File: src/hdl/wlle_pkg.sv
`timescale 1ns / 1ps
// ----------------------------------------------------------------------------
// wlle_pkg
// Shared constants, command type and lattice helper functions for the
// Z2 Wilson loop lattice engine.
// ----------------------------------------------------------------------------
package wlle_pkg;

  // lattice geometry
  localparam int LATTICE_SIZE = 8;
  localparam int NUM_AXES     = 3;
  localparam int MAX_LOOPS    = 9;
  localparam int COORD_IN_W   = 3;
  localparam int CW           = (LATTICE_SIZE > 2) ? $clog2(LATTICE_SIZE) : 1;
  localparam int SITES        = LATTICE_SIZE * LATTICE_SIZE * LATTICE_SIZE;
  localparam int SITE_W       = $clog2(SITES);
  localparam int PLAQ         = NUM_AXES * SITES;
  localparam int CNT_W        = $clog2(PLAQ + 1);
  localparam int SIZE_IN_W    = 4;
  localparam int SIZE_W       = SIZE_IN_W + 1;
  localparam int ENERGY_W     = 12;
  localparam int ENERGY_MAX   = (1 << (ENERGY_W - 1)) - 1;
  localparam int ENERGY_MIN   = -(1 << (ENERGY_W - 1));

  // op codes
  localparam logic [1:0] OP_WRITE  = 2'd0;
  localparam logic [1:0] OP_LOOP   = 2'd1;
  localparam logic [1:0] OP_ENERGY = 2'd2;

  // plane codes, anything else is ZX
  localparam logic [1:0] PLANE_XY = 2'd1;
  localparam logic [1:0] PLANE_YZ = 2'd2;

  // axis codes
  localparam logic [1:0] AXIS_X = 2'd0;
  localparam logic [1:0] AXIS_Y = 2'd1;
  localparam logic [1:0] AXIS_Z = 2'd2;

  typedef logic [CW-1:0] coord_t;

  typedef enum logic [1:0] {
    CMD_WRITE,
    CMD_LOOP,
    CMD_ENERGY
  } cmd_kind_t;

  // one classified item as it travels through the queue
  typedef struct packed {
    cmd_kind_t         kind;
    coord_t            x;
    coord_t            y;
    coord_t            z;
    logic [1:0]        axis;
    logic              neg;
    logic [1:0]        ax_a;
    logic [1:0]        ax_b;
    logic [SIZE_W-1:0] first;
    logic [SIZE_W-1:0] hi;
  } cmd_t;

  // input coordinate wrapped onto the lattice
  function automatic coord_t coord_wrap(input logic [COORD_IN_W-1:0] v);
    int r;
    r = int'(v);
    for (int i = 0; i < (1 << COORD_IN_W); i++) begin
      if (r >= LATTICE_SIZE) r = r - LATTICE_SIZE;
    end
    return coord_t'(r);
  endfunction

  function automatic coord_t coord_inc(input coord_t c);
    return (c == coord_t'(LATTICE_SIZE - 1)) ? coord_t'(0) : coord_t'(c + 1'b1);
  endfunction

  function automatic coord_t coord_dec(input coord_t c);
    return (c == coord_t'(0)) ? coord_t'(LATTICE_SIZE - 1) : coord_t'(c - 1'b1);
  endfunction

  function automatic logic [SITE_W-1:0] site_addr(input coord_t x, input coord_t y,
                                                  input coord_t z);
    int s;
    s = (int'(x) * LATTICE_SIZE + int'(y)) * LATTICE_SIZE + int'(z);
    return SITE_W'(s);
  endfunction

  // the two axes spanning a plane, packed as {a, b}
  function automatic logic [3:0] plane_axes(input logic [1:0] pl);
    logic [3:0] r;
    if (pl == PLANE_XY) r = {AXIS_X, AXIS_Y};
    else if (pl == PLANE_YZ) r = {AXIS_Y, AXIS_Z};
    else r = {AXIS_X, AXIS_Z};
    return r;
  endfunction

  // energy from the count of negative plaquettes, saturated to the field
  function automatic logic signed [ENERGY_W-1:0] energy_of(input logic [CNT_W-1:0] cnt);
    int e;
    e = 2 * int'(cnt) - PLAQ;
    if (e > ENERGY_MAX) e = ENERGY_MAX;
    if (e < ENERGY_MIN) e = ENERGY_MIN;
    return ENERGY_W'(e);
  endfunction

endpackage

File: src/hdl/wlle_ram.sv
`timescale 1ns / 1ps
// ----------------------------------------------------------------------------
// wlle_ram
// Generic single write port, single read port RAM with registered read.
// ----------------------------------------------------------------------------
module wlle_ram #(
  parameter int WIDTH = 1,
  parameter int DEPTH = 512
) (
  input  logic                     clk,
  input  logic                     we,
  input  logic [$clog2(DEPTH)-1:0] waddr,
  input  logic [WIDTH-1:0]         wdata,
  input  logic [$clog2(DEPTH)-1:0] raddr,
  output logic [WIDTH-1:0]         rdata
);

  logic [WIDTH-1:0] mem [DEPTH];

  // write and registered read
  always_ff @(posedge clk) begin
    if (we) mem[waddr] <= wdata;
    rdata <= mem[raddr];
  end

endmodule

File: src/hdl/wlle_front.sv
`timescale 1ns / 1ps
// ----------------------------------------------------------------------------
// wlle_front
// Takes items in, drops those that do nothing, decodes the rest into
// commands and holds them in a two-entry queue for the back end.
// ----------------------------------------------------------------------------
module wlle_front (
  input  logic                 clk,
  input  logic                 rst,
  input  logic                 start,
  output logic                 busy,
  input  logic [1:0]           op,
  input  logic [2:0]           x_coord,
  input  logic [2:0]           y_coord,
  input  logic [2:0]           z_coord,
  input  logic [1:0]           axis,
  input  logic                 link_negative,
  input  logic [1:0]           plane,
  input  logic [3:0]           first_size,
  input  logic [3:0]           last_size,
  input  logic                 clearing,
  output logic                 q_valid,
  output wlle_pkg::cmd_t       q_cmd,
  input  logic                 q_pop
);

  wlle_pkg::cmd_t                    fifo_mem [2];
  logic                              wr_ptr;
  logic                              rd_ptr;
  logic [1:0]                        count;
  logic                              keep;
  logic                              push;
  wlle_pkg::cmd_t                    cmd_in;
  logic [wlle_pkg::SIZE_W-1:0]       first_ext;
  logic [wlle_pkg::SIZE_W-1:0]       last_ext;
  logic [wlle_pkg::SIZE_W-1:0]       first_max;
  logic [3:0]                        axes;

  // classify and decode the incoming item
  always_comb begin
    first_ext = {1'b0, first_size};
    last_ext  = {1'b0, last_size};
    first_max = first_ext + wlle_pkg::SIZE_W'(wlle_pkg::MAX_LOOPS - 1);
    axes      = wlle_pkg::plane_axes(plane);

    cmd_in.kind  = wlle_pkg::CMD_WRITE;
    cmd_in.x     = wlle_pkg::coord_wrap(x_coord);
    cmd_in.y     = wlle_pkg::coord_wrap(y_coord);
    cmd_in.z     = wlle_pkg::coord_wrap(z_coord);
    cmd_in.axis  = axis;
    cmd_in.neg   = link_negative;
    cmd_in.ax_a  = axes[3:2];
    cmd_in.ax_b  = axes[1:0];
    cmd_in.first = first_ext;
    cmd_in.hi    = (last_ext > first_max) ? first_max : last_ext;

    keep = 1'b0;
    unique case (op)
      wlle_pkg::OP_WRITE: begin
        cmd_in.kind = wlle_pkg::CMD_WRITE;
        keep        = (axis == wlle_pkg::AXIS_X) || (axis == wlle_pkg::AXIS_Y) ||
                      (axis == wlle_pkg::AXIS_Z);
      end
      wlle_pkg::OP_LOOP: begin
        cmd_in.kind = wlle_pkg::CMD_LOOP;
        keep        = (last_size >= first_size);
      end
      wlle_pkg::OP_ENERGY: begin
        cmd_in.kind = wlle_pkg::CMD_ENERGY;
        keep        = 1'b1;
      end
      default: keep = 1'b0;
    endcase
  end

  assign busy    = clearing || (count == 2'd2);
  assign push    = start && !busy && keep;
  assign q_valid = (count != 2'd0);
  assign q_cmd   = fifo_mem[rd_ptr];

  // queue storage
  always_ff @(posedge clk) begin
    if (push) fifo_mem[wr_ptr] <= cmd_in;
  end

  // queue pointers
  always_ff @(posedge clk) begin
    if (rst) begin
      wr_ptr <= 1'b0;
      rd_ptr <= 1'b0;
      count  <= 2'd0;
    end else begin
      if (push) wr_ptr <= ~wr_ptr;
      if (q_pop) rd_ptr <= ~rd_ptr;
      if (push && !q_pop) count <= count + 2'd1;
      else if (q_pop && !push) count <= count - 2'd1;
    end
  end

  // queue never overflows and is never popped empty
  a_count_bound: assert property (@(posedge clk) disable iff (rst) count <= 2'd2)
    else $error("queue count out of range");
  a_pop_nonempty: assert property (@(posedge clk) disable iff (rst)
    q_pop |-> (count != 2'd0))
    else $error("pop from empty queue");

endmodule

File: src/hdl/wlle_back.sv
`timescale 1ns / 1ps
// ----------------------------------------------------------------------------
// wlle_back
// Executes queued commands against the link store: link writes, square
// loop walks one link per cycle, and the plaquette sweep for energy.
// ----------------------------------------------------------------------------
module wlle_back (
  input  logic                               clk,
  input  logic                               rst,
  input  logic                               q_valid,
  input  wlle_pkg::cmd_t                     q_cmd,
  output logic                               q_pop,
  output logic                               clearing,
  output logic                               done,
  output logic signed [1:0]                  loop_value,
  output logic [3:0]                         loop_size,
  output logic signed [wlle_pkg::ENERGY_W-1:0] energy,
  output logic                               last
);

  typedef enum logic [2:0] {
    ST_CLEAR,
    ST_IDLE,
    ST_LOOP,
    ST_WALK,
    ST_DRAIN,
    ST_EOUT
  } state_t;

  state_t                        state;
  logic [wlle_pkg::SITE_W-1:0]   clr_addr;
  wlle_pkg::cmd_t                cmd;
  logic [wlle_pkg::SIZE_W-1:0]   n;
  wlle_pkg::coord_t              pos_x, pos_y, pos_z;
  logic [1:0]                    wa, wb;
  logic [1:0]                    side;
  wlle_pkg::coord_t              step;
  logic                          parity;
  logic                          rd_valid_q;
  logic [1:0]                    rd_axis_q;
  wlle_pkg::coord_t              e_x, e_y, e_z;
  logic [1:0]                    e_pl;
  logic [wlle_pkg::CNT_W-1:0]    e_cnt;

  logic [1:0]                    walk_ax;
  wlle_pkg::coord_t              mv_x, mv_y, mv_z;
  wlle_pkg::coord_t              rd_x, rd_y, rd_z;
  wlle_pkg::coord_t              n_m1;
  logic                          side_end;
  logic                          walk_end;
  logic                          n_big;
  logic                          n_is_hi;
  logic                          rd_data;
  logic                          par_fin;
  logic [wlle_pkg::SITE_W-1:0]   rd_addr;
  logic [wlle_pkg::SITE_W-1:0]   ram_waddr;
  logic                          ram_wdata;
  logic [wlle_pkg::NUM_AXES-1:0] ram_we;
  logic [wlle_pkg::NUM_AXES-1:0] ram_q;
  logic                          e_done;
  logic [1:0]                    nx_pl;
  wlle_pkg::coord_t              nx_x, nx_y, nx_z;
  logic [3:0]                    nx_axes;
  logic [3:0]                    zero_axes;

  assign clearing = (state == ST_CLEAR);
  assign q_pop    = (state == ST_IDLE) && q_valid;

  // walk address: move along the current side, read before or after the move
  always_comb begin
    walk_ax = side[0] ? wb : wa;
    mv_x = pos_x;
    mv_y = pos_y;
    mv_z = pos_z;
    unique case (walk_ax)
      wlle_pkg::AXIS_X: mv_x = side[1] ? wlle_pkg::coord_dec(pos_x) : wlle_pkg::coord_inc(pos_x);
      wlle_pkg::AXIS_Y: mv_y = side[1] ? wlle_pkg::coord_dec(pos_y) : wlle_pkg::coord_inc(pos_y);
      default:          mv_z = side[1] ? wlle_pkg::coord_dec(pos_z) : wlle_pkg::coord_inc(pos_z);
    endcase
    rd_x    = side[1] ? mv_x : pos_x;
    rd_y    = side[1] ? mv_y : pos_y;
    rd_z    = side[1] ? mv_z : pos_z;
    rd_addr = wlle_pkg::site_addr(rd_x, rd_y, rd_z);
  end

  // loop bookkeeping
  assign n_m1     = wlle_pkg::coord_t'(n - wlle_pkg::SIZE_W'(1));
  assign side_end = (step == n_m1);
  assign walk_end = side_end && (side == 2'd3);
  assign n_big    = (int'(n) >= wlle_pkg::LATTICE_SIZE);
  assign n_is_hi  = (n == cmd.hi);

  // link read data of the axis issued last cycle
  always_comb begin
    unique case (rd_axis_q)
      wlle_pkg::AXIS_X: rd_data = ram_q[0];
      wlle_pkg::AXIS_Y: rd_data = ram_q[1];
      default:          rd_data = ram_q[2];
    endcase
  end
  assign par_fin = parity ^ rd_data;

  // energy sweep: next plane and site
  always_comb begin
    e_done = (e_pl == 2'd2) &&
             (e_x == wlle_pkg::coord_t'(wlle_pkg::LATTICE_SIZE - 1)) &&
             (e_y == wlle_pkg::coord_t'(wlle_pkg::LATTICE_SIZE - 1)) &&
             (e_z == wlle_pkg::coord_t'(wlle_pkg::LATTICE_SIZE - 1));
    nx_pl = (e_pl == 2'd2) ? 2'd0 : e_pl + 2'd1;
    nx_x  = e_x;
    nx_y  = e_y;
    nx_z  = e_z;
    if (e_pl == 2'd2) begin
      nx_z = wlle_pkg::coord_inc(e_z);
      if (e_z == wlle_pkg::coord_t'(wlle_pkg::LATTICE_SIZE - 1)) begin
        nx_y = wlle_pkg::coord_inc(e_y);
        if (e_y == wlle_pkg::coord_t'(wlle_pkg::LATTICE_SIZE - 1)) begin
          nx_x = wlle_pkg::coord_inc(e_x);
        end
      end
    end
    nx_axes   = wlle_pkg::plane_axes(nx_pl);
    zero_axes = wlle_pkg::plane_axes(2'd0);
  end

  // store write port: clearing pass or link write
  always_comb begin
    ram_waddr = clearing ? clr_addr : wlle_pkg::site_addr(q_cmd.x, q_cmd.y, q_cmd.z);
    ram_wdata = clearing ? 1'b0 : q_cmd.neg;
  end

  for (genvar g = 0; g < wlle_pkg::NUM_AXES; g++) begin : g_store
    assign ram_we[g] = clearing ||
                       (q_pop && (q_cmd.kind == wlle_pkg::CMD_WRITE) && (q_cmd.axis == 2'(g)));

    wlle_ram #(
      .WIDTH (1),
      .DEPTH (wlle_pkg::SITES)
    ) u_ram (
      .clk   (clk),
      .we    (ram_we[g]),
      .waddr (ram_waddr),
      .wdata (ram_wdata),
      .raddr (rd_addr),
      .rdata (ram_q[g])
    );
  end

  // sequencer state and result registers
  always_ff @(posedge clk) begin
    if (rst) begin
      state      <= ST_CLEAR;
      clr_addr   <= '0;
      done       <= 1'b0;
      rd_valid_q <= 1'b0;
    end else begin
      done       <= 1'b0;
      rd_valid_q <= (state == ST_WALK);
      rd_axis_q  <= walk_ax;
      unique case (state)
        ST_CLEAR: begin
          clr_addr <= clr_addr + 1'b1;
          if (clr_addr == wlle_pkg::SITE_W'(wlle_pkg::SITES - 1)) state <= ST_IDLE;
        end
        ST_IDLE: begin
          if (q_valid) begin
            cmd <= q_cmd;
            unique case (q_cmd.kind)
              wlle_pkg::CMD_LOOP: begin
                n     <= q_cmd.first;
                state <= ST_LOOP;
              end
              wlle_pkg::CMD_ENERGY: begin
                n      <= wlle_pkg::SIZE_W'(1);
                e_x    <= '0;
                e_y    <= '0;
                e_z    <= '0;
                e_pl   <= 2'd0;
                e_cnt  <= '0;
                pos_x  <= '0;
                pos_y  <= '0;
                pos_z  <= '0;
                wa     <= zero_axes[3:2];
                wb     <= zero_axes[1:0];
                side   <= 2'd0;
                step   <= '0;
                parity <= 1'b0;
                state  <= ST_WALK;
              end
              default: state <= ST_IDLE;
            endcase
          end
        end
        ST_LOOP: begin
          if ((n == '0) || n_big) begin
            // trivial loop, no links to read
            done       <= 1'b1;
            loop_value <= n_big ? 2'sb00 : 2'sb01;
            loop_size  <= n[3:0];
            energy     <= '0;
            last       <= n_is_hi;
            if (n_is_hi) state <= ST_IDLE;
            else n <= n + 1'b1;
          end else begin
            pos_x  <= cmd.x;
            pos_y  <= cmd.y;
            pos_z  <= cmd.z;
            wa     <= cmd.ax_a;
            wb     <= cmd.ax_b;
            side   <= 2'd0;
            step   <= '0;
            parity <= 1'b0;
            state  <= ST_WALK;
          end
        end
        ST_WALK: begin
          parity <= parity ^ (rd_valid_q & rd_data);
          pos_x  <= mv_x;
          pos_y  <= mv_y;
          pos_z  <= mv_z;
          if (side_end) begin
            step <= '0;
            side <= side + 2'd1;
          end else begin
            step <= step + 1'b1;
          end
          if (walk_end) state <= ST_DRAIN;
        end
        ST_DRAIN: begin
          if (cmd.kind == wlle_pkg::CMD_ENERGY) begin
            e_cnt <= e_cnt + wlle_pkg::CNT_W'(par_fin);
            if (e_done) begin
              state <= ST_EOUT;
            end else begin
              e_pl   <= nx_pl;
              e_x    <= nx_x;
              e_y    <= nx_y;
              e_z    <= nx_z;
              pos_x  <= nx_x;
              pos_y  <= nx_y;
              pos_z  <= nx_z;
              wa     <= nx_axes[3:2];
              wb     <= nx_axes[1:0];
              side   <= 2'd0;
              step   <= '0;
              parity <= 1'b0;
              state  <= ST_WALK;
            end
          end else begin
            done       <= 1'b1;
            loop_value <= par_fin ? 2'sb11 : 2'sb01;
            loop_size  <= n[3:0];
            energy     <= '0;
            last       <= n_is_hi;
            if (n_is_hi) begin
              state <= ST_IDLE;
            end else begin
              n     <= n + 1'b1;
              state <= ST_LOOP;
            end
          end
        end
        ST_EOUT: begin
          done       <= 1'b1;
          loop_value <= 2'sb00;
          loop_size  <= '0;
          energy     <= wlle_pkg::energy_of(e_cnt);
          last       <= 1'b1;
          state      <= ST_IDLE;
        end
        default: state <= ST_IDLE;
      endcase
    end
  end

  // walk step counter stays inside the side length
  a_step_bound: assert property (@(posedge clk) disable iff (rst)
    (state == ST_WALK) |-> (step <= n_m1))
    else $error("walk step beyond side length");
  // the drain cycle only ever follows the walk
  a_drain_after_walk: assert property (@(posedge clk) disable iff (rst)
    (state == ST_DRAIN) |-> ($past(state) == ST_WALK))
    else $error("drain without walk");
  // the final result of a query leaves the sequencer idle
  a_last_idle: assert property (@(posedge clk) disable iff (rst)
    (done && last) |-> (state == ST_IDLE))
    else $error("sequencer active after final result");

endmodule

File: src/hdl/wilson_loop_lattice_engine_top.sv
`timescale 1ns / 1ps
// ----------------------------------------------------------------------------
// wilson_loop_lattice_engine_top
// Z2 lattice gauge engine: link store, Wilson loop queries and plaquette
// energy on a periodic cubic lattice.
// ----------------------------------------------------------------------------
// After reset the link store is swept to all +1 for every site (one site of
// all three axes per cycle) with busy held high. Items are taken when start
// is high and busy is low; a two-entry command queue lets up to two items be
// taken while the engine works. The engine reads one link per cycle from the
// store. Every command first leaves the queue, which is all a write needs;
// after that a loop walks the square of each size in turn, a side of 0 or of
// the lattice size and above reads no links, and an energy query walks every
// plaquette in turn and then gives its result.
// Each result appears on the result ports for exactly one cycle with done
// high; the receiver cannot stall the block, so it must take every result on
// that cycle.
// ----------------------------------------------------------------------------
module wilson_loop_lattice_engine_top (
  input  logic                                  clk,
  input  logic                                  rst,
  input  logic                                  start,
  output logic                                  busy,
  input  logic [1:0]                            op,
  input  logic [2:0]                            x_coord,
  input  logic [2:0]                            y_coord,
  input  logic [2:0]                            z_coord,
  input  logic [1:0]                            axis,
  input  logic                                  link_negative,
  input  logic [1:0]                            plane,
  input  logic [3:0]                            first_size,
  input  logic [3:0]                            last_size,
  output logic                                  done,
  output logic signed [1:0]                     loop_value,
  output logic [3:0]                            loop_size,
  output logic signed [wlle_pkg::ENERGY_W-1:0]  energy,
  output logic                                  last
);

  logic           q_valid;
  wlle_pkg::cmd_t q_cmd;
  logic           q_pop;
  logic           clearing;

  // front end: accept, classify, queue
  wlle_front u_front (
    .clk           (clk),
    .rst           (rst),
    .start         (start),
    .busy          (busy),
    .op            (op),
    .x_coord       (x_coord),
    .y_coord       (y_coord),
    .z_coord       (z_coord),
    .axis          (axis),
    .link_negative (link_negative),
    .plane         (plane),
    .first_size    (first_size),
    .last_size     (last_size),
    .clearing      (clearing),
    .q_valid       (q_valid),
    .q_cmd         (q_cmd),
    .q_pop         (q_pop)
  );

  // back end: link store and loop sequencer
  wlle_back u_back (
    .clk        (clk),
    .rst        (rst),
    .q_valid    (q_valid),
    .q_cmd      (q_cmd),
    .q_pop      (q_pop),
    .clearing   (clearing),
    .done       (done),
    .loop_value (loop_value),
    .loop_size  (loop_size),
    .energy     (energy),
    .last       (last)
  );

endmodule
File: config.mk
export PLATFORM = sky130hd
export DESIGN_NAME = wilson_loop_lattice_engine_top
export DESIGN_NICKNAME = d
export VERILOG_FILES = /design/src/hdl/wlle_pkg.sv /design/src/hdl/wlle_ram.sv /design/src/hdl/wlle_front.sv /design/src/hdl/wlle_back.sv /design/src/hdl/wilson_loop_lattice_engine_top.sv
export SDC_FILE = /design/constraint.sdc
export NUM_CORES = 2
export LEC_CHECK = 0
export BUFFER_PORTS_ARGS = -buffer_cell sky130_fd_sc_hd__buf_2
export CORE_MARGIN = 10
export CORE_UTILIZATION = 41
export DETAILED_ROUTE_END_ITERATION = 8
export PLACE_DENSITY = 0.64
export SYNTH_ARGS = -nofsm -noshare
export SYNTH_HDL_FRONTEND = slang
export SYNTH_HIERARCHICAL = 1
export SYNTH_SLANG_ARGS = --single-unit
File: constraint.sdc
create_clock -name clk -period 48.8 [get_ports clk]
set_input_delay 0 -clock clk [delete_from_list [all_inputs] [get_ports clk]]
set_output_delay 0 -clock clk [all_outputs]
set_load 0.01 [all_outputs]
# After elaboration in Yosys (flattened, before gate mapping)
# Memories as Yosys holds them, arrays and structs flattened. A register that Yosys moved wholly into a read port is not among the register bits.
# Index checks and enable logic that the tools add are counted.
# word_totals
register_bits	105
ramBits	1590
in_bits	27
elab_cells	303
memories	4
# op_classes
addsub	24
order_cmp	5
n_eq_ne	44
muxes	137
bitwise	6
n_reduce_logical	50
# memory_table
name	words	width	read_ports	rd_ports_with_merged_regs	wr	line_no	text
u_back.g_store[0].u_ram.mem	512	1	1	1	1	wlle_ram.sv:18	logic [WIDTH-1:0] mem [DEPTH];
u_back.g_store[1].u_ram.mem	512	1	1	1	1	wlle_ram.sv:18	
u_back.g_store[2].u_ram.mem	512	1	1	1	1	wlle_ram.sv:18	
u_front.fifo_mem	2	27	1	1	1	wlle_front.sv:27	wlle_pkg::cmd_t fifo_mem [2];
# ops
cell	n
$mux W3	48
$mux W32	3
$mux W2	24
$pmux W3 S4	4
$mux W12	3
$pmux W12 S3	1
$mux W11	3
$gt A32 B12 Y1 const B	1
$lt A32 B12 Y1 const B	1
$mux W5	5
$eq A3 B3 Y1 const B	8
$pmux W11 S2	1
$add A3 B1 Y3 const B	7
$mux W1	21
$eq A2 B2 Y1 const B	10
$add A9 B4 Y9	2
$pmux W2 S3	3
$pmux W3 S2	3
$eq A2 B1 Y1 const B	8
$mux W4	4
$pmux W3 S5	1
$pmux W5 S3	1
$reduce_and A7 Y1	2
$logic_and A1 B1 Y1	13
46 further kinds	89

# Longest topological paths before layout
# logic_depth
depth_word	9
depth_mapped	17

# By module
# Netlist, hierarchy kept.
# by_module_without_submodules
mod	instances	cells_each	area_per_inst_um2
wlle_ram	3	1615	22609.2
wlle_back	1	496	5385.2
wlle_front	1	156	2433.6

# Worst setup path before layout
# Ideal clock, no wire load.
# synth_timing
kind	register to register
start	reg u_back.state[2]
end	mem u_back.g_store[0].u_ram.mem[0], data pin
setup_ns	4.220
arrival_time_ns	19.996
path_slack_ns	24.583
path_stages_with_launch	5
n_path_buf	2
path_cell_list	dfxtp_1 > buf_2 > or3_1 > clkbuf_1 > and2_1
# synth_between
elab_chain_len	2
# synth_rtl
element	line_no	text
start, declared	wlle_back.sv:30	state_t state;
start signal, assigned	wlle_back.sv:152	state <= ST_CLEAR;
start signal, assigned	wlle_back.sv:163	if (clr_addr == wlle_pkg::SITE_W'(wlle_pkg::SITES - 1)) state <= ST_IDLE;
start signal, assigned	wlle_back.sv:171	state <= ST_LOOP;
$logic_not A3 Y1	wlle_back.sv:66	assign clearing = (state == ST_CLEAR);
$mux W1	wlle_back.sv:129	ram_wdata = clearing ? 1'b0 : q_cmd.neg;
net u_back.ram_wdata	wlle_back.sv:57	logic ram_wdata;
end, declared	wlle_ram.sv:18	
# The timed path passes the listed nets, and every way through them passes these cells.

# Final worst setup path
# layout_timing
start	reg u_back.state[0]
end	mem u_back.g_store[1].u_ram.mem[376], data pin
# layout_between
elab_chain_len	2
# layout_rtl
element	line_no
$logic_not A3 Y1	wlle_back.sv:66
$mux W1	wlle_back.sv:129
net u_back.ram_wdata	wlle_back.sv:57
end, declared	wlle_ram.sv:18
# The timed path passes the listed nets, and every way through them passes these cells.

==> impl_summary.log <==
INFO  metric p_sw_share = 20.3%
INFO  metric synth.most_common_cell = edfxtp_1
INFO  metric synth.yosys.warnings = 6
INFO  metric drt_first_pass_iters = 6
INFO  metric p_seq_share = 55.4%
INFO  metric power.share.clock = a little over two fifths
INFO  metric finalWorstSetupSlack = between 40000 and 50000 ps
INFO  metric r2r-start = u_back/state[0]
INFO  metric nNetsFinal = 5499
INFO  metric min_period = 7710 ps
INFO  metric unique_cell_type_count_in_the_yosys_netlist = 84
INFO  metric fmax = 130 MHz
INFO  metric area_delta_synth_final = 9.81%
INFO  metric drc = 0
INFO  metric cts_root_buffer = clkbuf_16
INFO  metric placer_congestion = 0.768
INFO  metric timing.final.hold_violations = 0
INFO  metric capturing_point_of_the_worst_reg2reg_path = u_back/g_store[1].u_ram/mem[376]
INFO  metric critPathArrivalTime = 8150 ps
INFO  metric startpoint_type = register
INFO  metric clk-insertion-delay-late = 830 ps
INFO  metric floorplan_die_area = 202000 sq um
INFO  metric syn-cell-area = 75600 sq um
INFO  metric die_w = 450 um
INFO  metric global_route_wire_length_before_repair = approximately 290 mm
INFO  metric grt_start_max_net_pins = 137
INFO  metric core.rowCount = 157
INFO  metric chipHeight = 450 um
INFO  metric leakage = around 26 nW
INFO  metric report.final.setup_viol = 0
INFO  metric final.setup_skew = 50.4 ps
INFO  metric detailedRoute.firstIterationViolations = 5029
INFO  metric tritoncts = yes
INFO  metric worst-r2r-cell-count = 8
INFO  metric cts_repair_resize_count = 0
INFO  metric synth.top_cells.by_count = 1675 x edfxtp_1, 1651 x nor2_1, 356 x mux2i_1
INFO  metric antenna_found_initial = 2
INFO  metric design.portCount = 48
INFO  metric regToRegSetupSlack = 41090 ps
INFO  metric holdCritStartpoint = first_size[3]
INFO  metric cellPowerDensity = about 34 nW/um^2
INFO  metric postRouteAntennaNets = 0
INFO  metric tritoncts_num_sinks = 1697
INFO  metric yosys_register_bits = 1697
INFO  metric ctsHtreeMaxLevel = 4
INFO  metric worst_setup_hold_path_clk_slew = about 60 ps
INFO  metric number_of_filler_cells_placed_in_the_layout = 16200
INFO  metric vdd_drop_max = between 0.02 and 0.03 mV
INFO  metric biggest_area_consumer_among_synthesized_cells = edfxtp_1
INFO  metric pwr-share-comb = approximately 1.3%
INFO  metric syn-mean-instance-area = 13.8 sq um
INFO  metric cap_violations = 0
INFO  metric netlist_top_cells_area = edfxtp_1 66%, nor2_1 8.2%, mux2i_1 4.7%
INFO  metric cts-buffers-inserted = 169
INFO  metric placeableCoreArea = 183000 sq um
INFO  metric synth_top_flop_cell = edfxtp_1
INFO  metric postRouteWirelength = around 190 mm
INFO  metric max_slew_margin = between 10% and 20%
INFO  metric final_global_route_overflow_total = 0
INFO  metric switchingPower = 0.579 mW
INFO  metric setup.worst_path.end_class = register
INFO  metric asyncSetResetFlopFracSynth = 0%
INFO  metric cell_int_power = 2.27 mW
INFO  metric initial_cell_density_of_the_core = 41.3%
INFO  metric hold_depth = 2
INFO  metric globalRouteTotalUtil = 18.1%
INFO  metric worstMarginPinSlew = 1270 ps
INFO  metric grt_setup_unrepaired = no
INFO  metric routed_wire_length_per_instance = about 24 um
INFO  metric final.setup.tns = 0 ps
INFO  metric ys_seq_area_share = 67.1%
INFO  metric post-route-period-util = approximately 16%
INFO  metric port_buffers = 47
INFO  metric critPathMaxFanout = 136
INFO  metric place_ws = 41280 ps
INFO  metric critPathKind = reg -> reg
INFO  metric cts_buffer_depth = 3
INFO  metric number_of_cells_produced_by_synthesis = 5497
INFO  metric vias_per_cell = 5.74
INFO  metric hpwl = 99.7 mm
INFO  metric post_route_cells_drive_above_1_share = 11.1%
INFO  metric route.vias.total = 46100
INFO  metric synth-edff-count = 1675
INFO  metric required = approximately 50000 ps
INFO  metric grt_pass1_vias = between 40000 and 50000
INFO  metric netlist.area_leader.share = 66.5%
INFO  metric status = finished, final reports clean
INFO  metric whs_endpoint = u_front/fifo_mem[1][8]
INFO  metric drv_slew = 0
INFO  metric hold_class = in -> reg
registers in the layout, indices dropped and copies added, names as in the netlist, 4 cells and up, named ones only:
register and cells:
u_back/clr_addr 9, u_back/g_store.u_ram/mem 1536, u_front/fifo_mem 52, u_back/e_cnt 11
u_back/n 5, u_back/cmd 20, u_back/loop_size 4, u_back/energy 12
power groups by stage:
stage                     registers, mW  logic [mW]  clock network (mW)
after floorplan                    1.61      0.0168                   0
after global placement             1.61      0.0340                   0
after detailed placement           1.61      0.0344                   0
after CTS                          1.58      0.0375                1.25
after global routing               1.58      0.0397                1.31
final                              1.58      0.0377                1.23
worst max-delay path: stages (launching register included):
cell     delay, ps
dfxtp_1        540
or3_1          580
and2_4         700
buf_4          860
buf_4          750
buf_4          840
buf_4          830
buf_4          820
buf_4         1000
layer usage:
metal | routed length, um | up-vias | part of all wire [%] | global-route usage (%)
met5 | 0 | - | 0 | 0
met4 | 5220 | 0 | 2.8 | 5.58
met3 | 14500 | 341 | 7.7 | 3.57
met2 | 92800 | 1730 | 49 | 30.3
met1 | 76600 | 23800 | 40 | 23.9
li1 | - | 20300 | - | -
cell usage in the layout (no fill, tap or decap), types with 26 or more instances in the layout:
cell type      Yosys  layout
dlygate4sd3_1      0      45
nand2_1          248     244
clkinv_2           0      26
nor2b_1           27      27
edfxtp_1        1675    1675
nor2_1          1651    1651
mux2i_1          356     355
clkbuf_1         250      39
o221ai_1         163     163
a21oi_1          142     139
mux4_2           153     153
inv_1             37      37
o21ai_0           36      35
clkbuf_16          0     173
mux4_1            63      63
buf_2             66      47
clkinv_1           6      55
mux2_2            31      31
buf_4              3     104
o22ai_1           79      79
ha_1              37      37
how the worst max path moves through the flow:
stage                          from                          endpoint  slack [ps]  depth (start not counted)
finish              u_back/state[0]  u_back/g_store[1].u_ram/mem[376]       41090                          8
global route        u_back/state[0]  u_back/g_store[1].u_ram/mem[364]       40460                          8
CTS                 u_back/state[0]  u_back/g_store[1].u_ram/mem[356]       41250                          8
detailed placement  u_back/state[0]  u_back/g_store[1].u_ram/mem[242]       41280                          8
global placement    u_back/state[0]  u_back/g_store[1].u_ram/mem[236]       41660                          8
floorplan           u_back/state[2]    u_back/g_store[0].u_ram/mem[0]       24580                          4
kinds of logic (layout without fill, tap and decap cells):
group,after synthesis,count (layout),share of synthesized area [%]
other,1,5,0.00496
adder cells (fa/ha/maj),37,37,0.612
multiplexers,603,603,11.9
flip-flops,1697,1697,67.1
XOR/XNOR,34,34,0.438
AO/OA/AOI/OAI,545,545,5.23
AND/OR/NAND/NOR,2102,2102,11.1
buffers and inverters,478,549,3.59
layout make-up:
class	instances	area (sq um)	area share, %
Clock buffer	212	4480	5.39
Timing Repair Buffer	199	1530	1.84
Clock inverter	93	694	0.836
Inverter	45	169	0.203
Sequential cell	1697	50700	61.1
Multi-Input combinational cell	3323	22400	26.9
Antenna cell	3	7.51	0.00904
Tap cell	2464	3080	3.71
stage by stage:
| step | cell area (sq um) | power [mW] | util [%] | hold slack, ps | std cells |
|---|---|---|---|---|---|
| floorplan | 75700 | 1.63 | - | 69.1 | 5498 |
| global placement | 77400 | 1.64 | 42.3 | 191 | 7683 |
| detailed placement | 77400 | 1.64 | 42.3 | 200 | 7683 |
| CTS | 83100 | 2.87 | 45.3 | 27.4 | 8033 |
| global route | 83100 | 2.93 | 45.3 | 71.3 | 8033 |
| finish | 83100 | 2.85 | 45.3 | 74.8 | 8036 |
timing repair:
| item | 4_1_cts | 5_1_grt |
|---|---|---|
| hold endpoints to repair | 89 | 0 |
| hold buffers | 45 | 0 |
| setup buffers | 0 | 0 |
(Power assumes the default switching activity.)
